==> src/sv/i2cht_pkg.sv <==
package i2cht_pkg;

    // Bus event codes carried in the operation field.
    localparam logic [2:0] OP_START_WRITE = 3'd0;
    localparam logic [2:0] OP_START_READ  = 3'd1;
    localparam logic [2:0] OP_WRITE_BYTE  = 3'd2;
    localparam logic [2:0] OP_READ_BYTE   = 3'd3;
    localparam logic [2:0] OP_STOP        = 3'd4;

    localparam logic [6:0] DEVICE_ADDRESS_RESET = 7'd112;

    // Sixteen-bit command words.
    localparam logic [15:0] CMD_WORD_WAKE       = 16'h3517;
    localparam logic [15:0] CMD_WORD_SLEEP      = 16'hB098;
    localparam logic [15:0] CMD_WORD_MEAS_T_A   = 16'h7866;
    localparam logic [15:0] CMD_WORD_MEAS_T_B   = 16'h7CA2;
    localparam logic [15:0] CMD_WORD_MEAS_H_A   = 16'h609C;
    localparam logic [15:0] CMD_WORD_MEAS_H_B   = 16'h6458;
    localparam logic [15:0] CMD_WORD_READ_ID    = 16'hEFC8;
    localparam logic [15:0] CMD_WORD_SOFT_RESET = 16'h805D;

    localparam logic [15:0] ID_WORD  = 16'h0807;
    localparam logic [7:0]  CRC_POLY = 8'h31;
    localparam logic [7:0]  CRC_INIT = 8'hFF;

    localparam int RESP_DEPTH = 6;
    localparam int RESP_IDX_W = $clog2(RESP_DEPTH);

    // Temperature: code = floor((v * 32768 + 4375) / 8750) for v = T + 4500 below 17500.
    localparam int          TEMP_OFFSET  = 4500;
    localparam int          TEMP_LIMIT   = 17500;
    localparam int          TEMP_DIV     = 8750;
    localparam int          TEMP_BIAS    = 4375;
    localparam int          TEMP_SHIFT   = 44;
    localparam logic [30:0] TEMP_RECIP   =
        31'(((64'd1 << TEMP_SHIFT) + 64'(TEMP_DIV) - 64'd1) / 64'(TEMP_DIV));

    // Humidity: code = floor((H * 8192 + 625) / 1250) for H below 10000.
    localparam int          HUM_LIMIT    = 10000;
    localparam int          HUM_DIV      = 1250;
    localparam int          HUM_BIAS     = 625;
    localparam int          HUM_SHIFT    = 38;
    localparam logic [27:0] HUM_RECIP    =
        28'(((64'd1 << HUM_SHIFT) + 64'(HUM_DIV) - 64'd1) / 64'(HUM_DIV));

    localparam int QUEUE_DEPTH = 4;
    localparam int QUEUE_PTR_W = $clog2(QUEUE_DEPTH);
    localparam int QUEUE_CNT_W = $clog2(QUEUE_DEPTH + 1);

    typedef enum logic [2:0] {
        KIND_START_WRITE,
        KIND_START_READ,
        KIND_CMD_FIRST,
        KIND_CMD,
        KIND_READ,
        KIND_NONE
    } item_kind_t;

    typedef enum logic [2:0] {
        CMD_WAKE,
        CMD_SLEEP,
        CMD_MEAS_T,
        CMD_MEAS_H,
        CMD_READ_ID,
        CMD_SOFT_RESET,
        CMD_OTHER
    } cmd_t;

    typedef struct packed {
        item_kind_t  kind;
        logic        addr_match;
        cmd_t        cmd;
        logic [15:0] temp_code;
        logic [15:0] hum_code;
    } item_t;

    typedef struct packed {
        logic  push;
        item_t item;
    } push_t;

    // CRC-8 over a word, high byte first, MSB first, no final inversion.
    function automatic logic [7:0] crc8_word(input logic [15:0] word);
        logic [7:0] crc;
        logic       fb;
        crc = CRC_INIT;
        for (int i = 15; i >= 0; i--) begin
            fb  = crc[7] ^ word[i];
            crc = {crc[6:0], 1'b0} ^ (fb ? CRC_POLY : 8'h00);
        end
        return crc;
    endfunction

    localparam logic [7:0] ID_CRC = crc8_word(ID_WORD);

endpackage

==> src/sv/i2cht_if.sv <==
interface i2cht_request_if;
    logic               valid;
    logic               ready;
    logic [2:0]         operation;
    logic [6:0]         bus_address;
    logic [7:0]         write_data;
    logic signed [15:0] temperature_centi;
    logic signed [14:0] humidity_centi;

    modport source (
        output valid, operation, bus_address, write_data, temperature_centi,
               humidity_centi,
        input  ready
    );
    modport sink (
        input  valid, operation, bus_address, write_data, temperature_centi,
               humidity_centi,
        output ready
    );
endinterface

interface i2cht_response_if;
    logic       valid;
    logic       ready;
    logic       ack;
    logic [7:0] read_data;

    modport source (output valid, ack, read_data, input ready);
    modport sink (input valid, ack, read_data, output ready);
endinterface

interface i2cht_cfg_if;
    logic       valid;
    logic       ready;
    logic [6:0] device_address;

    modport source (output valid, device_address, input ready);
    modport sink (input valid, device_address, output ready);
endinterface

==> src/sv/i2cht_front.sv <==
module i2cht_front (
    input  logic                  clk,
    input  logic                  rst_n,
    i2cht_request_if.sink         request,
    i2cht_cfg_if.sink             cfg,
    input  logic                  queue_full,
    output i2cht_pkg::push_t      push
);

    logic [6:0] device_address_reg;
    logic [7:0] first_byte_reg;
    logic [7:0] first_byte_next;
    logic       byte_count_reg;
    logic       byte_count_next;
    logic       accept;

    logic signed [16:0] t_sum;
    logic [29:0]        t_num;
    logic [60:0]        t_prod;
    logic [26:0]        h_num;
    logic [54:0]        h_prod;
    logic [15:0]        temp_code;
    logic [15:0]        hum_code;
    logic [15:0]        cmd_word;

    i2cht_pkg::item_t item;
    i2cht_pkg::cmd_t  cmd;

    assign cfg.ready     = 1'b1;
    assign request.ready = !queue_full;
    assign accept        = request.valid && !queue_full;

    // Rounded conversions, done by multiplying with a scaled reciprocal.
    always_comb
    begin
        t_sum  = 17'(request.temperature_centi) + 17'(i2cht_pkg::TEMP_OFFSET);
        t_num  = {t_sum[14:0], 15'd0} + 30'(i2cht_pkg::TEMP_BIAS);
        t_prod = 61'(t_num) * 61'(i2cht_pkg::TEMP_RECIP);
        if (t_sum[16])
        begin
            temp_code = 16'h0000;
        end
        else if (t_sum >= 17'(i2cht_pkg::TEMP_LIMIT))
        begin
            temp_code = 16'hFFFF;
        end
        else
        begin
            temp_code = t_prod[i2cht_pkg::TEMP_SHIFT + 15 : i2cht_pkg::TEMP_SHIFT];
        end

        h_num  = {request.humidity_centi[13:0], 13'd0} + 27'(i2cht_pkg::HUM_BIAS);
        h_prod = 55'(h_num) * 55'(i2cht_pkg::HUM_RECIP);
        if (request.humidity_centi[14])
        begin
            hum_code = 16'h0000;
        end
        else if (request.humidity_centi >= 15'(i2cht_pkg::HUM_LIMIT))
        begin
            hum_code = 16'hFFFF;
        end
        else
        begin
            hum_code = h_prod[i2cht_pkg::HUM_SHIFT + 15 : i2cht_pkg::HUM_SHIFT];
        end
    end

    assign cmd_word = {first_byte_reg, request.write_data};

    always_comb
    begin
        case (cmd_word)
            i2cht_pkg::CMD_WORD_WAKE:       cmd = i2cht_pkg::CMD_WAKE;
            i2cht_pkg::CMD_WORD_SLEEP:      cmd = i2cht_pkg::CMD_SLEEP;
            i2cht_pkg::CMD_WORD_MEAS_T_A,
            i2cht_pkg::CMD_WORD_MEAS_T_B:   cmd = i2cht_pkg::CMD_MEAS_T;
            i2cht_pkg::CMD_WORD_MEAS_H_A,
            i2cht_pkg::CMD_WORD_MEAS_H_B:   cmd = i2cht_pkg::CMD_MEAS_H;
            i2cht_pkg::CMD_WORD_READ_ID:    cmd = i2cht_pkg::CMD_READ_ID;
            i2cht_pkg::CMD_WORD_SOFT_RESET: cmd = i2cht_pkg::CMD_SOFT_RESET;
            default:                        cmd = i2cht_pkg::CMD_OTHER;
        endcase
    end

    // Classify the event and track command byte pairing.
    always_comb
    begin
        first_byte_next = first_byte_reg;
        byte_count_next = byte_count_reg;
        item.addr_match = (request.bus_address == device_address_reg);
        item.cmd        = cmd;
        item.temp_code  = temp_code;
        item.hum_code   = hum_code;
        case (request.operation)
            i2cht_pkg::OP_START_WRITE:
            begin
                item.kind = i2cht_pkg::KIND_START_WRITE;
                if (item.addr_match)
                begin
                    byte_count_next = 1'b0;
                end
            end
            i2cht_pkg::OP_START_READ:
            begin
                item.kind = i2cht_pkg::KIND_START_READ;
            end
            i2cht_pkg::OP_WRITE_BYTE:
            begin
                if (!byte_count_reg)
                begin
                    item.kind       = i2cht_pkg::KIND_CMD_FIRST;
                    first_byte_next = request.write_data;
                    byte_count_next = 1'b1;
                end
                else
                begin
                    item.kind       = i2cht_pkg::KIND_CMD;
                    byte_count_next = 1'b0;
                end
            end
            i2cht_pkg::OP_READ_BYTE:
            begin
                item.kind = i2cht_pkg::KIND_READ;
            end
            i2cht_pkg::OP_STOP:
            begin
                item.kind       = i2cht_pkg::KIND_NONE;
                byte_count_next = 1'b0;
            end
            default:
            begin
                item.kind = i2cht_pkg::KIND_NONE;
            end
        endcase
    end

    assign push.push = accept;
    assign push.item = item;

    always_ff @(posedge clk or negedge rst_n)
    begin
        if (!rst_n)
        begin
            device_address_reg <= i2cht_pkg::DEVICE_ADDRESS_RESET;
            first_byte_reg     <= 8'h00;
            byte_count_reg     <= 1'b0;
        end
        else
        begin
            if (cfg.valid)
            begin
                device_address_reg <= cfg.device_address;
            end
            if (accept)
            begin
                first_byte_reg <= first_byte_next;
                byte_count_reg <= byte_count_next;
            end
        end
    end

endmodule

==> src/sv/i2cht_queue.sv <==
module i2cht_queue (
    input  logic                  clk,
    input  logic                  rst_n,
    input  i2cht_pkg::push_t      push,
    output logic                  full,
    input  logic                  pop,
    output logic                  empty,
    output i2cht_pkg::item_t      head
);

    localparam logic [i2cht_pkg::QUEUE_CNT_W-1:0] DEPTH_COUNT =
        i2cht_pkg::QUEUE_CNT_W'(i2cht_pkg::QUEUE_DEPTH);

    i2cht_pkg::item_t                   entry_reg [i2cht_pkg::QUEUE_DEPTH];
    logic [i2cht_pkg::QUEUE_PTR_W-1:0]  wr_ptr_reg;
    logic [i2cht_pkg::QUEUE_PTR_W-1:0]  rd_ptr_reg;
    logic [i2cht_pkg::QUEUE_CNT_W-1:0]  count_reg;
    logic [i2cht_pkg::QUEUE_CNT_W-1:0]  count_next;
    logic                               do_push;
    logic                               do_pop;

    assign full    = (count_reg == DEPTH_COUNT);
    assign empty   = (count_reg == '0);
    assign head    = entry_reg[rd_ptr_reg];
    assign do_push = push.push && !full;
    assign do_pop  = pop && !empty;

    always_comb
    begin
        count_next = count_reg;
        if (do_push && !do_pop)
        begin
            count_next = count_reg + 1'b1;
        end
        else if (do_pop && !do_push)
        begin
            count_next = count_reg - 1'b1;
        end
    end

    always_ff @(posedge clk or negedge rst_n)
    begin
        if (!rst_n)
        begin
            wr_ptr_reg <= '0;
            rd_ptr_reg <= '0;
            count_reg  <= '0;
        end
        else
        begin
            count_reg <= count_next;
            if (do_push)
            begin
                wr_ptr_reg <= wr_ptr_reg + 1'b1;
            end
            if (do_pop)
            begin
                rd_ptr_reg <= rd_ptr_reg + 1'b1;
            end
        end
    end

    always_ff @(posedge clk)
    begin
        if (do_push)
        begin
            entry_reg[wr_ptr_reg] <= push.item;
        end
    end

endmodule

==> src/sv/i2cht_back.sv <==
module i2cht_back (
    input  logic                  clk,
    input  logic                  rst_n,
    input  logic                  queue_empty,
    input  i2cht_pkg::item_t      head,
    output logic                  pop,
    i2cht_response_if.source      response
);

    localparam logic [2:0] RESP_FULL_LEN = 3'(i2cht_pkg::RESP_DEPTH);
    localparam logic [2:0] RESP_ID_LEN   = 3'd3;

    logic       sleeping_reg;
    logic       sleeping_next;
    logic [2:0] resp_len_reg;
    logic [2:0] resp_len_next;
    logic [2:0] resp_pos_reg;
    logic [2:0] resp_pos_next;
    logic [7:0] resp_bytes_reg  [i2cht_pkg::RESP_DEPTH];
    logic [7:0] resp_bytes_next [i2cht_pkg::RESP_DEPTH];
    logic       out_valid_reg;
    logic       ack_reg;
    logic       ack_next;
    logic [7:0] read_data_reg;
    logic [7:0] read_data_next;
    logic [15:0] word0;
    logic [15:0] word1;
    logic [7:0]  crc0;
    logic [7:0]  crc1;
    logic [i2cht_pkg::RESP_IDX_W-1:0] rd_idx;

    assign pop = !queue_empty && (!out_valid_reg || response.ready);

    assign response.valid     = out_valid_reg;
    assign response.ack       = ack_reg;
    assign response.read_data = read_data_reg;

    assign word0  = (head.cmd == i2cht_pkg::CMD_MEAS_H) ? head.hum_code : head.temp_code;
    assign word1  = (head.cmd == i2cht_pkg::CMD_MEAS_H) ? head.temp_code : head.hum_code;
    assign crc0   = i2cht_pkg::crc8_word(word0);
    assign crc1   = i2cht_pkg::crc8_word(word1);
    assign rd_idx = resp_pos_reg[i2cht_pkg::RESP_IDX_W-1:0];

    always_comb
    begin
        sleeping_next   = sleeping_reg;
        resp_len_next   = resp_len_reg;
        resp_pos_next   = resp_pos_reg;
        resp_bytes_next = resp_bytes_reg;
        ack_next        = 1'b0;
        read_data_next  = 8'h00;
        case (head.kind)
            i2cht_pkg::KIND_START_WRITE:
            begin
                ack_next = head.addr_match;
            end
            i2cht_pkg::KIND_START_READ:
            begin
                ack_next = head.addr_match && !sleeping_reg;
            end
            i2cht_pkg::KIND_CMD_FIRST:
            begin
                ack_next = 1'b1;
            end
            i2cht_pkg::KIND_CMD:
            begin
                if (head.cmd == i2cht_pkg::CMD_WAKE)
                begin
                    sleeping_next = 1'b0;
                    ack_next      = 1'b1;
                end
                else if (!sleeping_reg)
                begin
                    ack_next = 1'b1;
                    case (head.cmd)
                        i2cht_pkg::CMD_SLEEP:
                        begin
                            sleeping_next = 1'b1;
                        end
                        i2cht_pkg::CMD_MEAS_T,
                        i2cht_pkg::CMD_MEAS_H:
                        begin
                            resp_bytes_next[0] = word0[15:8];
                            resp_bytes_next[1] = word0[7:0];
                            resp_bytes_next[2] = crc0;
                            resp_bytes_next[3] = word1[15:8];
                            resp_bytes_next[4] = word1[7:0];
                            resp_bytes_next[5] = crc1;
                            resp_len_next      = RESP_FULL_LEN;
                            resp_pos_next      = 3'd0;
                        end
                        i2cht_pkg::CMD_READ_ID:
                        begin
                            resp_bytes_next[0] = i2cht_pkg::ID_WORD[15:8];
                            resp_bytes_next[1] = i2cht_pkg::ID_WORD[7:0];
                            resp_bytes_next[2] = i2cht_pkg::ID_CRC;
                            resp_len_next      = RESP_ID_LEN;
                            resp_pos_next      = 3'd0;
                        end
                        i2cht_pkg::CMD_SOFT_RESET:
                        begin
                            sleeping_next = 1'b0;
                            resp_len_next = 3'd0;
                            resp_pos_next = 3'd0;
                        end
                        default:
                        begin
                            // An unknown command drops any buffered response bytes.
                            resp_len_next = 3'd0;
                            resp_pos_next = 3'd0;
                        end
                    endcase
                end
            end
            i2cht_pkg::KIND_READ:
            begin
                if (resp_pos_reg < resp_len_reg && resp_pos_reg < RESP_FULL_LEN)
                begin
                    read_data_next = resp_bytes_reg[rd_idx];
                    resp_pos_next  = resp_pos_reg + 3'd1;
                end
                else
                begin
                    read_data_next = 8'hFF;
                end
            end
            default:
            begin
                ack_next = 1'b0;
            end
        endcase
    end

    always_ff @(posedge clk or negedge rst_n)
    begin
        if (!rst_n)
        begin
            sleeping_reg  <= 1'b0;
            resp_len_reg  <= 3'd0;
            resp_pos_reg  <= 3'd0;
            out_valid_reg <= 1'b0;
        end
        else
        begin
            if (pop)
            begin
                sleeping_reg  <= sleeping_next;
                resp_len_reg  <= resp_len_next;
                resp_pos_reg  <= resp_pos_next;
                out_valid_reg <= 1'b1;
            end
            else if (response.ready)
            begin
                out_valid_reg <= 1'b0;
            end
        end
    end

    always_ff @(posedge clk)
    begin
        if (pop)
        begin
            resp_bytes_reg <= resp_bytes_next;
            ack_reg        <= ack_next;
            read_data_reg  <= read_data_next;
        end
    end

endmodule

==> src/sv/i2c_humidity_sensor_target.sv <==
// Channel    Role    Payload
// request    sink    operation, bus_address, write_data, temperature_centi, humidity_centi
// response   source  ack, read_data
// cfg        sink    device_address (always ready)
//
// One item per cycle unless the queue is full; results are queued, then registered out.
// The front classifies events and does the conversions, a four-entry queue feeds
// the back, which owns the sleep flag and the response buffer.
// Reset is asynchronous: address 112, awake, nothing queued.
// When response stalls, up to four items wait in the queue before request.ready drops.
module i2c_humidity_sensor_target (
    input  logic              clk,
    input  logic              rst_n,
    i2cht_request_if.sink     request,
    i2cht_response_if.source  response,
    i2cht_cfg_if.sink         cfg
);

    i2cht_pkg::push_t push;
    i2cht_pkg::item_t head;
    logic             queue_full;
    logic             queue_empty;
    logic             pop;

    i2cht_front u_front (
        .clk        (clk),
        .rst_n      (rst_n),
        .request    (request),
        .cfg        (cfg),
        .queue_full (queue_full),
        .push       (push)
    );

    i2cht_queue u_queue (
        .clk   (clk),
        .rst_n (rst_n),
        .push  (push),
        .full  (queue_full),
        .pop   (pop),
        .empty (queue_empty),
        .head  (head)
    );

    i2cht_back u_back (
        .clk         (clk),
        .rst_n       (rst_n),
        .queue_empty (queue_empty),
        .head        (head),
        .pop         (pop),
        .response    (response)
    );

endmodule

==> src/flat_wrapper.sv <==
// flat-port wrapper written by rule: the top's interface ports become plain ports
module i2c_humidity_sensor_target_flat 
  (clk, rst_n, request_valid, request_operation, request_bus_address, request_write_data, request_temperature_centi, request_humidity_centi, request_ready, response_valid, response_ack, response_read_data, response_ready, cfg_valid, cfg_device_address, cfg_ready);
  i2cht_request_if request_i ();
  i2cht_response_if response_i ();
  i2cht_cfg_if cfg_i ();
  input  logic clk;
  input  logic rst_n;
  input wire logic [$bits(request_i.valid)-1:0] request_valid;
  input wire logic [$bits(request_i.operation)-1:0] request_operation;
  input wire logic [$bits(request_i.bus_address)-1:0] request_bus_address;
  input wire logic [$bits(request_i.write_data)-1:0] request_write_data;
  input wire logic [$bits(request_i.temperature_centi)-1:0] request_temperature_centi;
  input wire logic [$bits(request_i.humidity_centi)-1:0] request_humidity_centi;
  output wire logic [$bits(request_i.ready)-1:0] request_ready;
  output wire logic [$bits(response_i.valid)-1:0] response_valid;
  output wire logic [$bits(response_i.ack)-1:0] response_ack;
  output wire logic [$bits(response_i.read_data)-1:0] response_read_data;
  input wire logic [$bits(response_i.ready)-1:0] response_ready;
  input wire logic [$bits(cfg_i.valid)-1:0] cfg_valid;
  input wire logic [$bits(cfg_i.device_address)-1:0] cfg_device_address;
  output wire logic [$bits(cfg_i.ready)-1:0] cfg_ready;
  assign request_i.valid = request_valid;
  assign request_i.operation = request_operation;
  assign request_i.bus_address = request_bus_address;
  assign request_i.write_data = request_write_data;
  assign request_i.temperature_centi = request_temperature_centi;
  assign request_i.humidity_centi = request_humidity_centi;
  assign request_ready = request_i.ready;
  assign response_valid = response_i.valid;
  assign response_ack = response_i.ack;
  assign response_read_data = response_i.read_data;
  assign response_i.ready = response_ready;
  assign cfg_i.valid = cfg_valid;
  assign cfg_i.device_address = cfg_device_address;
  assign cfg_ready = cfg_i.ready;
  i2c_humidity_sensor_target u_core (.clk(clk), .rst_n(rst_n), .request(request_i), .response(response_i), .cfg(cfg_i));
endmodule
==> config.mk <==
export PLATFORM = sky130hd
export DESIGN_NAME = i2c_humidity_sensor_target_flat
export DESIGN_NICKNAME = d
export VERILOG_FILES = /design/src/sv/i2cht_pkg.sv /design/src/sv/i2cht_if.sv /design/src/sv/i2cht_front.sv /design/src/sv/i2cht_queue.sv /design/src/sv/i2cht_back.sv /design/src/sv/i2c_humidity_sensor_target.sv /design/src/flat_wrapper.sv
export SDC_FILE = /design/constraint.sdc
export NUM_CORES = 1
export LEC_CHECK = 0
export ABC_AREA = 1
export BUFFER_PORTS_ARGS = -buffer_cell sky130_fd_sc_hd__buf_2
export CORE_MARGIN = 1.5
export CORE_UTILIZATION = 60
export CTS_BUF_LIST = sky130_fd_sc_hd__clkbuf_4
export DETAILED_ROUTE_END_ITERATION = 8
export PLACE_DENSITY = 0.91
export SYNTH_ARGS = -nofsm -noshare
export SYNTH_HDL_FRONTEND = slang
export SYNTH_SLANG_ARGS = --single-unit
==> constraint.sdc <==
create_clock -name clk -period 4 [get_ports clk]
set_clock_uncertainty 0.05 [all_clocks]
set_input_delay 1.2 -clock clk [delete_from_list [all_inputs] [get_ports clk]]
set_output_delay 1.2 -clock clk [all_outputs]
set_load 0.005 [all_outputs]
==> flow_summary.rst, run 1 <==
.. list-table::
   :header-rows: 1

   * - Metric
     - Value
   * - Count of H-tree levels built during CTS
     - 2
   * - DIE WIDTH
     - between 200 and 250 um
   * - # IOs
     - 73
   * - Instance count of the mapped netlist
     - 3,518
   * - Cell count after placement
     - 4,726
   * - Cts bufs inserted
     - 53
   * - Clock net sink count
     - about 240
   * - Total placed instance area
     - 0.03732 mm2
   * - Overall overflow remaining after global route
     - 3
   * - Area contributors post-synth
     - sky130_fd_sc_hd__fa_1, sky130_fd_sc_hd__edfxtp_1, sky130_fd_sc_hd__ha_1
   * - Register bit count reported by yosys
     - ~240
   * - Grt repair worst endpoint
     - u_core.u_queue.entry_reg[2][30]$_DFFE_PP_/D
   * - Pin count of the biggest net entering global routing
     - 89
   * - Die H
     - around 230 um
   * - Cell type with the highest aggregate area in the netlist
     - sky130_fd_sc_hd__fa_1
   * - Exit stage
     - global routing
   * - Count of unique library cells instantiated by Yosys
     - between 60 and 70
   * - Initial antenna violation count
     - 14
   * - Number of nets in the synthesized netlist
     - approximately 4,400
   * - Error
     - [ERROR GRT-0232] Routing congestion too high. Check the congestion heatmap in the GUI.
   * - Synthesized area
     - 0.03114 mm2
   * - Post-synthesis async set-or-reset flop share
     - 12.70%
   * - Post-synth top area share
     - 22.31%
   * - Number of port buffers
     - 71
   * - Sequential-to-total area share from yosys stat
     - around 23%
   * - Count of yosys warnings during synthesis
     - 0
   * - Number of core rows
     - 83
   * - Status
     - did not finish
   * - Final HPWL from detailed placement
     - 77,050 um
   * - Overall routing resource usage
     - 65.19%
   * - CTS Hold Buffers Added
     - 0
   * - EDFF count, synth
     - roughly 210
   * - Number of buffers between clock root and the deepest sink
     - 3
   * - Average size of a mapped cell
     - 8.852 um2
   * - Type of pin the worst path ends at
     - register input
   * - Clock Root Buffer
     - sky130_fd_sc_hd__clkbuf_4
   * - Final weighted congestion in routability-driven placement
     - 1.018
   * - Flip-flop cell with the highest count after synthesis
     - sky130_fd_sc_hd__edfxtp_1
   * - Initial core utilization
     - 60.70%
-- per-stage QoR --
step / worst slack [ps] / hold WS, ps / utilization, %
3_5_place_dp: -4480 / 434.5 / 72.75
4_1_cts: -3372 / 449.2 / 78.21
3_3_place_gp: -4225 / 422.6 / 72.75
2_1_floorplan: -3836 / 403.0 / -
-- Yosys cell counts (5+ instances only) --
cell                       count
sky130_fd_sc_hd__o21bai_1     14
sky130_fd_sc_hd__inv_1       836
sky130_fd_sc_hd__nor2_1      224
sky130_fd_sc_hd__clkbuf_1     15
sky130_fd_sc_hd__buf_2        15
sky130_fd_sc_hd__ha_1        449
sky130_fd_sc_hd__o22ai_1      18
sky130_fd_sc_hd__o21ai_0     170
sky130_fd_sc_hd__nor2_2        6
sky130_fd_sc_hd__nand3_1     124
sky130_fd_sc_hd__a21boi_0      7
sky130_fd_sc_hd__nand2_2      23
sky130_fd_sc_hd__mux2_2        7
sky130_fd_sc_hd__o211ai_1     20
sky130_fd_sc_hd__dfrtp_1      28
sky130_fd_sc_hd__o21a_1       11
sky130_fd_sc_hd__a31oi_1      20
sky130_fd_sc_hd__a32oi_1       5
sky130_fd_sc_hd__buf_6        10
sky130_fd_sc_hd__nand4_1      18
sky130_fd_sc_hd__fa_1        347
sky130_fd_sc_hd__nor3_1       17
sky130_fd_sc_hd__xor2_1       59
sky130_fd_sc_hd__o21ai_2       9
sky130_fd_sc_hd__or2_2        17
sky130_fd_sc_hd__o21ai_1      12
sky130_fd_sc_hd__buf_4         9
sky130_fd_sc_hd__xnor2_1      31
sky130_fd_sc_hd__a21o_1       14
sky130_fd_sc_hd__nor4_1       12
sky130_fd_sc_hd__a21oi_1     143
sky130_fd_sc_hd__edfxtp_1    213
sky130_fd_sc_hd__inv_2        11
sky130_fd_sc_hd__nand2_1     551
-- timing repair --
item | in CTS
setup buffers | 76
pin swaps | 245
endpoints found under the setup margin | 128
gates resized for setup | 374
-- logic make-up after synthesis --
group           count (synthesis)  synth area share, %
mux                             7               0.2531
flops                         244                23.04
simple gates                 1008                13.61
other cells                     1              0.01204
buf+inv                       900                11.26
fa+ha+maj                     796                40.35
xor+xnor                       94                2.760
compound gates                468                8.719
-- layer usage --
layer / GRT usage, % / GRT overflow
met3: 52.33 / 0
met2: 82.41 / 1
met1: 62.20 / 0
met5: 32.44 / 0
met4: 63.71 / 2
==> inputs of run 2 (changes only) <==
--- a/config.mk
+++ b/config.mk
@@ -8,10 +8,9 @@
 export ABC_AREA = 1
 export BUFFER_PORTS_ARGS = -buffer_cell sky130_fd_sc_hd__buf_2
 export CORE_MARGIN = 1.5
-export CORE_UTILIZATION = 60
-export CTS_BUF_LIST = sky130_fd_sc_hd__clkbuf_4
+export CORE_UTILIZATION = 40
 export DETAILED_ROUTE_END_ITERATION = 8
-export PLACE_DENSITY = 0.91
+export PLACE_DENSITY_LB_ADDON = 0.15
 export SYNTH_ARGS = -nofsm -noshare
 export SYNTH_HDL_FRONTEND = slang
 export SYNTH_SLANG_ARGS = --single-unit
==> constraint.sdc (replaced) <==
create_clock -name clk -period 5.2 [get_ports clk]
set_clock_uncertainty 0.05 [all_clocks]
set_input_delay 1.56 -clock clk [delete_from_list [all_inputs] [get_ports clk]]
set_output_delay 1.56 -clock clk [all_outputs]
set_load 0.005 [all_outputs]
==> run 2 against run 1 <==
  * The flow now finishes, with violations (negative setup slack)
  * Synthesized cell count is the same
  * Area after synthesis unchanged
==> flow_summary.rst, run 2 <==
.. list-table::
   :header-rows: 1

   * - Metric
     - Value
   * - Area growth from synthesis to layout
     - 35.51%
   * - Number of nets in the synthesized netlist
     - 4,375
   * - Most common library cell in the layout ignoring fill and taps
     - sky130_fd_sc_hd__inv_1
   * - WL per Instance
     - ~17 um
   * - Post-route DRC violation count
     - 0
   * - Maximum Capacitance Violations
     - 0
   * - Final weighted congestion in routability-driven placement
     - 0.9341
   * - Most common cell in the netlist
     - sky130_fd_sc_hd__inv_1
   * - Critical path's most frequent cell
     - sky130_fd_sc_hd__fa_1
   * - Sequential-to-total area share from yosys stat
     - between 20% and 30%
   * - First-pass detailed-route iteration total
     - 6
   * - Average size of a mapped cell
     - 8.852 um2
   * - Cell type with the highest aggregate area in the netlist
     - sky130_fd_sc_hd__fa_1
   * - Post-synthesis async set-or-reset flop share
     - approximately 13%
   * - Wire length of the first global-routing pass
     - 137,500 um
   * - Clock Root Buffer
     - sky130_fd_sc_hd__clkbuf_16
   * - Routed vias/inst
     - 4.711
   * - Clock latency at the later pin of the worst-skew pair
     - 550 ps
   * - Tcrit/Tclk final
     - 151.3%
   * - Initial core utilization
     - 40.33%
   * - Via Count
     - 24,710
   * - Critical path class
     - primary input to flop
   * - Max reg flops
     - 156
   * - Number of max-slew violations in the final report
     - 0
   * - Tmin final
     - 7868 ps
   * - Count of yosys warnings during synthesis
     - 0
   * - CP endpoint kind
     - flop
   * - Overall routing resource usage
     - between 20% and 30%
   * - Diodes inserted
     - 0
   * - Worst-path cell with the longest stage delay
     - sky130_fd_sc_hd__fa_2
   * - Arrival time at the worst endpoint
     - 8100 ps
   * - Class of the tightest hold or removal check
     - flop to flop
   * - Flip-flop cell with the highest count after synthesis
     - sky130_fd_sc_hd__edfxtp_1
   * - Peak Freq
     - 127.1 MHz
   * - Fraction of layout cells with a size suffix above 1
     - 33.67%
   * - Commonest cells after routing, fill and taps aside
     - sky130_fd_sc_hd__inv_1, sky130_fd_sc_hd__buf_4, sky130_fd_sc_hd__nand2_1
   * - Floorplan die area
     - 0.07954 mm2
   * - Total number of nets in the final design
     - 5,045
   * - Overall overflow remaining after global route
     - 0
   * - Post-synth top cells
     - sky130_fd_sc_hd__inv_1, sky130_fd_sc_hd__nand2_1, sky130_fd_sc_hd__ha_1
   * - Startpoint kind of the worst setup timing path
     - primary input
   * - Initial antenna violation count
     - 0
   * - Number of fillers in the final layout
     - 6,963
   * - Violated checks
     - negative setup slack
   * - Number of global-route vias before repair
     - 25,580
   * - Family with the most delay on the worst path
     - adder cells
   * - CTS Hold Buffers Added
     - 0
   * - Register bit count reported by yosys
     - 244
   * - Critical Path RT
     - 5430 ps
   * - Number of buffers between clock root and the deepest sink
     - 3
   * - Status
     - finished with violations
   * - Unrepaired setup endpoints after global routing
     - yes
   * - Number of core rows
     - 102
   * - Cts bufs inserted
     - 24
   * - Count of endpoints failing setup in the final report
     - 128
   * - Die H
     - 282.0 um
   * - Combined buffer and inverter count along the critical path
     - 10
   * - Total placed instance area
     - 0.03789 mm2
   * - # IOs
     - 73
   * - Relative slew slack
     - approximately half
   * - Clock transition at the registers of the reported paths
     - 60 ps
   * - Pin count of the biggest net entering global routing
     - 67
   * - Total core area
     - 0.07721 mm2
   * - Clock net sink count
     - between 200 and 250
   * - Post-synth top area share
     - 22.31%
   * - DIE WIDTH
     - ~280 um
   * - Count of final hold-check violations
     - 0
   * - Synthesized area
     - 0.03114 mm2
   * - First DRT Iteration DRCs
     - roughly 1,200
   * - TritonCTS clock tree
     - done
   * - Count of H-tree levels built during CTS
     - 1
   * - Worst-path fanout max
     - 4
   * - Number of port buffers
     - 71
   * - DRT antenna net count
     - 0
   * - Count of unique library cells instantiated by Yosys
     - 64
   * - Longest individual stage delay on the worst path
     - 610 ps
   * - Instance count of the mapped netlist
     - 3,518
   * - Slew @ Worst Pin
     - 765.2 ps
   * - Final worst slack
     - -2668 ps
   * - Final HPWL from detailed placement
     - 73,430 um
   * - Area contributors post-synth
     - sky130_fd_sc_hd__fa_1, sky130_fd_sc_hd__edfxtp_1, sky130_fd_sc_hd__ha_1
   * - Wirelength, routed
     - 87,070 um
   * - Cell area after layout
     - 0.04220 mm2
   * - EDFF count, synth
     - 213
[run 2: cell counts after synthesis]
No cell type changed its count.
[run 2: metal layers]
layer | track usage (%) | up-vias | share of wire [%] | wire length, um
li1 | - | 12530 | - | -
met1 | 29.93 | 11720 | 46 | 40220
met5 | 0 | - | 0 | 0
met2 | 38.60 | 371 | 48 | 42180
met4 | 5.170 | 0 | 2.3 | 2026
met3 | 2.073 | 92 | 3.0 | 2644
[run 2: cells by family (layout without fill, tap and decap cells)]
group,count (synthesis),count (layout),share of synthesized area [%]
mux,7,7,0.2531
flops,244,244,23.04
compound gates,468,468,8.719
xor+xnor,94,94,2.760
other cells,1,1,0.01204
buf+inv,900,1587,11.26
simple gates,1008,1008,13.61
fa+ha+maj,796,796,40.35
[run 2: final cells by class]
class                           count  area [um2]  share of cell area (%)
Sequential cell                   244        7177                   17.01
Clock inverter                     16       162.7                  0.3855
Timing Repair Buffer              695        5507                   13.05
Clock buffer                       27       611.8                   1.450
Tap cell                         1040        1301                   3.084
Multi-Input combinational cell   2374       24200                   57.34
Inverter                          849        3241                   7.680
[run 2: path summary, 6_finish.rpt]
kind / from / to / slack (ps) / depth (start not counted)
worst max-delay path: request_temperature_centi[3] / u_core.u_queue.entry_reg[3][29] / -2670 / 34
worst min-delay path: u_core.u_front.first_byte_reg[7] / u_core.u_front.first_byte_reg[7] / 440 / 2
worst max register to register: u_core.u_queue.rd_ptr_reg[1] / u_core.u_back.resp_bytes_reg[0] / 1100 / 18
worst min register to register: u_core.u_front.first_byte_reg[7] / u_core.u_front.first_byte_reg[7] / 440 / 2
max in group asynchronous: rst_n / u_core.u_queue.rd_ptr_reg[0] / 3530 / 1
min in group asynchronous: rst_n / u_core.u_queue.rd_ptr_reg[1] / 1040 / 1
[run 2: timing repair]
action	4_1_cts	5_1_grt
hold endpoints to repair	0	0
buffers inserted	65	39
gates resized for setup	360	277
pin swaps	239	229
setup endpoints to repair	128	128
[run 2: through the flow]
step,hold slack [ps],util [%],setup TNS [ps],instances,setup slack [ps]
global route,468.6,54.65,-270850,5245,-2951
finish,439.2,54.65,-244250,5245,-2668
CTS,443.4,52.76,-237540,5210,-2585
detailed placement,427.1,49.07,-351190,5108,-3614
global placement,421.4,49.07,-347500,5108,-3525
floorplan,403.0,-,-259240,3518,-2996
[run 2: worst register-to-register path: stages (launching register included)]
cell and delay [ps]:
sky130_fd_sc_hd__dfrtp_1 740, sky130_fd_sc_hd__buf_4 450, sky130_fd_sc_hd__nand2_1 90, sky130_fd_sc_hd__nand2_1 110
sky130_fd_sc_hd__nand3_4 510, sky130_fd_sc_hd__o21ai_1 550, sky130_fd_sc_hd__nand2_1 160, sky130_fd_sc_hd__nand2_2 150
sky130_fd_sc_hd__nand2_1 60, sky130_fd_sc_hd__nand2_1 110, sky130_fd_sc_hd__inv_2 60, sky130_fd_sc_hd__nand2_2 70
sky130_fd_sc_hd__nand3_1 120, sky130_fd_sc_hd__nand2_1 140, sky130_fd_sc_hd__nand2_1 100, sky130_fd_sc_hd__nand2_2 100
sky130_fd_sc_hd__nand2_1 80, sky130_fd_sc_hd__nand3_1 120, sky130_fd_sc_hd__nand2_1 80
Power of run 2 is not shown: default switching activity piles up to over one toggle a cycle in this logic, so the estimate is an artifact.
==> inputs of run 3 (changes only) <==
--- a/config.mk
+++ b/config.mk
@@ -8,7 +8,7 @@
 export ABC_AREA = 1
 export BUFFER_PORTS_ARGS = -buffer_cell sky130_fd_sc_hd__buf_2
 export CORE_MARGIN = 1.5
-export CORE_UTILIZATION = 40
+export CORE_UTILIZATION = 30
 export DETAILED_ROUTE_END_ITERATION = 8
 export PLACE_DENSITY_LB_ADDON = 0.15
 export SYNTH_ARGS = -nofsm -noshare
==> run 3 against run 2 <==
  * The flow still finishes with violations (negative setup slack)
  * Global-route usage shrank 4.6 points
  * Routed wire length grew 5.8%
  * Via count shrank 0.41%
  * Non-clock buffer count grew 14
  * Cell area grew 1.1%
  * Sequential share of layout area shrank 0.18 points
  * Worst hold slack gained 0.66 ps
  * Critical endpoint is now u_core.u_queue.entry_reg[1][31]
==> flow_summary.rst, run 3 (same netlist as run 2, synthesis figures left out) <==
.. list-table::
   :header-rows: 1

   * - Metric
     - Value
   * - Critical path's most frequent cell
     - sky130_fd_sc_hd__inv_2
   * - Count of H-tree levels built during CTS
     - 1
   * - First-pass detailed-route iteration total
     - 5
   * - Count of endpoints failing setup in the final report
     - 128
   * - Overall routing resource usage
     - 17.61%
   * - Number of global-route vias before repair
     - approximately 26,000
   * - Arrival time at the worst endpoint
     - 8270 ps
   * - Tmin final
     - 7938 ps
   * - CTS Hold Buffers Added
     - 0
   * - Worst-path cell with the longest stage delay
     - sky130_fd_sc_hd__fa_2
   * - Total number of nets in the final design
     - 5,061
   * - Number of port buffers
     - 71
   * - Area growth from synthesis to layout
     - 36.94%
   * - First DRT Iteration DRCs
     - 966
   * - Pin count of the biggest net entering global routing
     - 67
   * - Number of fillers in the final layout
     - 10,270
   * - WL per Instance
     - ~16 um
   * - Initial antenna violation count
     - 1
   * - Clock latency at the later pin of the worst-skew pair
     - 540 ps
   * - Final worst slack
     - -2738 ps
   * - Cell count after placement
     - about 5,500
   * - Floorplan die area
     - 0.1057 mm2
   * - Count of final hold-check violations
     - 0
   * - Critical path class
     - primary input to flop
   * - Final weighted congestion in routability-driven placement
     - between 0.8 and 0.9
   * - Routed vias/inst
     - 4.390
   * - Cts bufs inserted
     - 26
   * - Tcrit/Tclk final
     - 152.7%
   * - Startpoint kind of the worst setup timing path
     - primary input
   * - Die H
     - 325.2 um
   * - Critical Path RT
     - 5530 ps
   * - Overall overflow remaining after global route
     - 0
   * - DIE WIDTH
     - 325.2 um
   * - Clock transition at the registers of the reported paths
     - approximately 60 ps
   * - Worst-path fanout max
     - 4
   * - Relative slew slack
     - 43.23%
   * - Total core area
     - 0.1032 mm2
   * - Violated checks
     - negative setup slack
   * - Slew @ Worst Pin
     - 849.5 ps
   * - Commonest cells after routing, fill and taps aside
     - sky130_fd_sc_hd__inv_1, sky130_fd_sc_hd__buf_4, sky130_fd_sc_hd__nand2_1
   * - Number of max-slew violations in the final report
     - 0
   * - Via Count
     - 24,610
   * - Max reg flops
     - around 160
   * - # IOs
     - 73
   * - CP endpoint kind
     - flop
   * - Number of buffers between clock root and the deepest sink
     - 3
   * - Class of the tightest hold or removal check
     - flop to flop
   * - Number of core rows
     - about 120
   * - Count of placed standard cells in the final layout, fillers left out
     - 5,605
   * - Maximum Capacitance Violations
     - 0
   * - Longest individual stage delay on the worst path
     - 540 ps
   * - Family with the most delay on the worst path
     - adder cells
   * - Status
     - finished with violations
   * - Fraction of layout cells with a size suffix above 1
     - 33.10%
   * - Worst hold slack
     - 439.9 ps
   * - Clock net sink count
     - 244
   * - Post-route DRC violation count
     - 0
   * - Most common library cell in the layout ignoring fill and taps
     - sky130_fd_sc_hd__inv_1
   * - Clock Root Buffer
     - sky130_fd_sc_hd__clkbuf_16
   * - Initial core utilization
     - a little under a third
   * - Final HPWL from detailed placement
     - 78,110 um
   * - Peak Freq
     - 126.0 MHz
   * - TritonCTS clock tree
     - done
   * - Wire length of the first global-routing pass
     - between 100,000 and 150,000 um
   * - Combined buffer and inverter count along the critical path
     - 9
   * - Unrepaired setup endpoints after global routing
     - yes
   * - Summed negative setup slack over all endpoints
     - -246,190 ps
   * - DRT antenna net count
     - 0
   * - Wirelength, routed
     - 92,150 um
-- run 3: cell count changes in the layout (fill, tap and decap cells not counted), sizes merged --
cell      delta
bufinv       -1
diode        +1
clkinvlp     +1
clkbuf       +4
inv          +3
buf         +13
clkinv       -1
-- run 3: through the flow --
step                      setup slack, ps  util [%]  area (um2)
after floorplan                     -2996         -       32480
after global placement              -3623     37.27       38460
after detailed placement            -3671     37.27       38460
after CTS                           -2752     40.37       41670
after global routing                -2998     41.32       42640
final                               -2738     41.32       42640
-- run 3: repair_timing --
| action | CTS | global route |
|---|---|---|
| setup endpoints to repair | 128 | 128 |
| setup buffers | 73 | 36 |
| pin swaps | 280 | 188 |
| gates resized for setup | 406 | 176 |
-- run 3: worst min-delay path, stage by stage (launching register included) --
cell and delay [ps]:
sky130_fd_sc_hd__dfrtp_1 340, sky130_fd_sc_hd__nand2_1 50, sky130_fd_sc_hd__o21ai_0 60
-- run 3: path summary, 6_finish.rpt --
kind,start,to,slack (ps),depth (start not counted)
worst min-delay path,u_core.u_front.first_byte_reg[7],u_core.u_front.first_byte_reg[7],440,2
min in group asynchronous,rst_n,u_core.u_back.rd_idx[0],1040,1
worst max-delay path,request_temperature_centi[2],u_core.u_queue.entry_reg[1][31],-2740,34
max in group asynchronous,rst_n,u_core.u_queue.rd_ptr_reg[0],3540,1
worst min register to register,u_core.u_front.first_byte_reg[7],u_core.u_front.first_byte_reg[7],440,2
worst max register to register,u_core.u_queue.rd_ptr_reg[0],u_core.u_back.resp_bytes_reg[30],1230,21
-- run 3: area by class of cell --
cell class / instances / area, um2 / share of cell area, %
Antenna cell: 1 / 2.502 / 0.005868
Clock buffer: 30 / 716.9 / 1.681
Clock inverter: 18 / 156.4 / 0.3668
Inverter: 849 / 3232 / 7.579
Multi-Input combinational cell: 2374 / 24000 / 56.29
Sequential cell: 244 / 7177 / 16.83
Tap cell: 1380 / 1727 / 4.049
Timing Repair Buffer: 709 / 5630 / 13.20
-- run 3: per-layer routing --
layer | global-route usage, % | wire (um) | vias up
li1 | - | - | 12540
met1 | 24.53 | 44890 | 11730
met2 | 30.26 | 43790 | 260
met3 | 0.8903 | 1756 | 79
met4 | 3.495 | 1715 | 0
met5 | 0 | 0 | -
Power of run 3 is left out for the same reason.
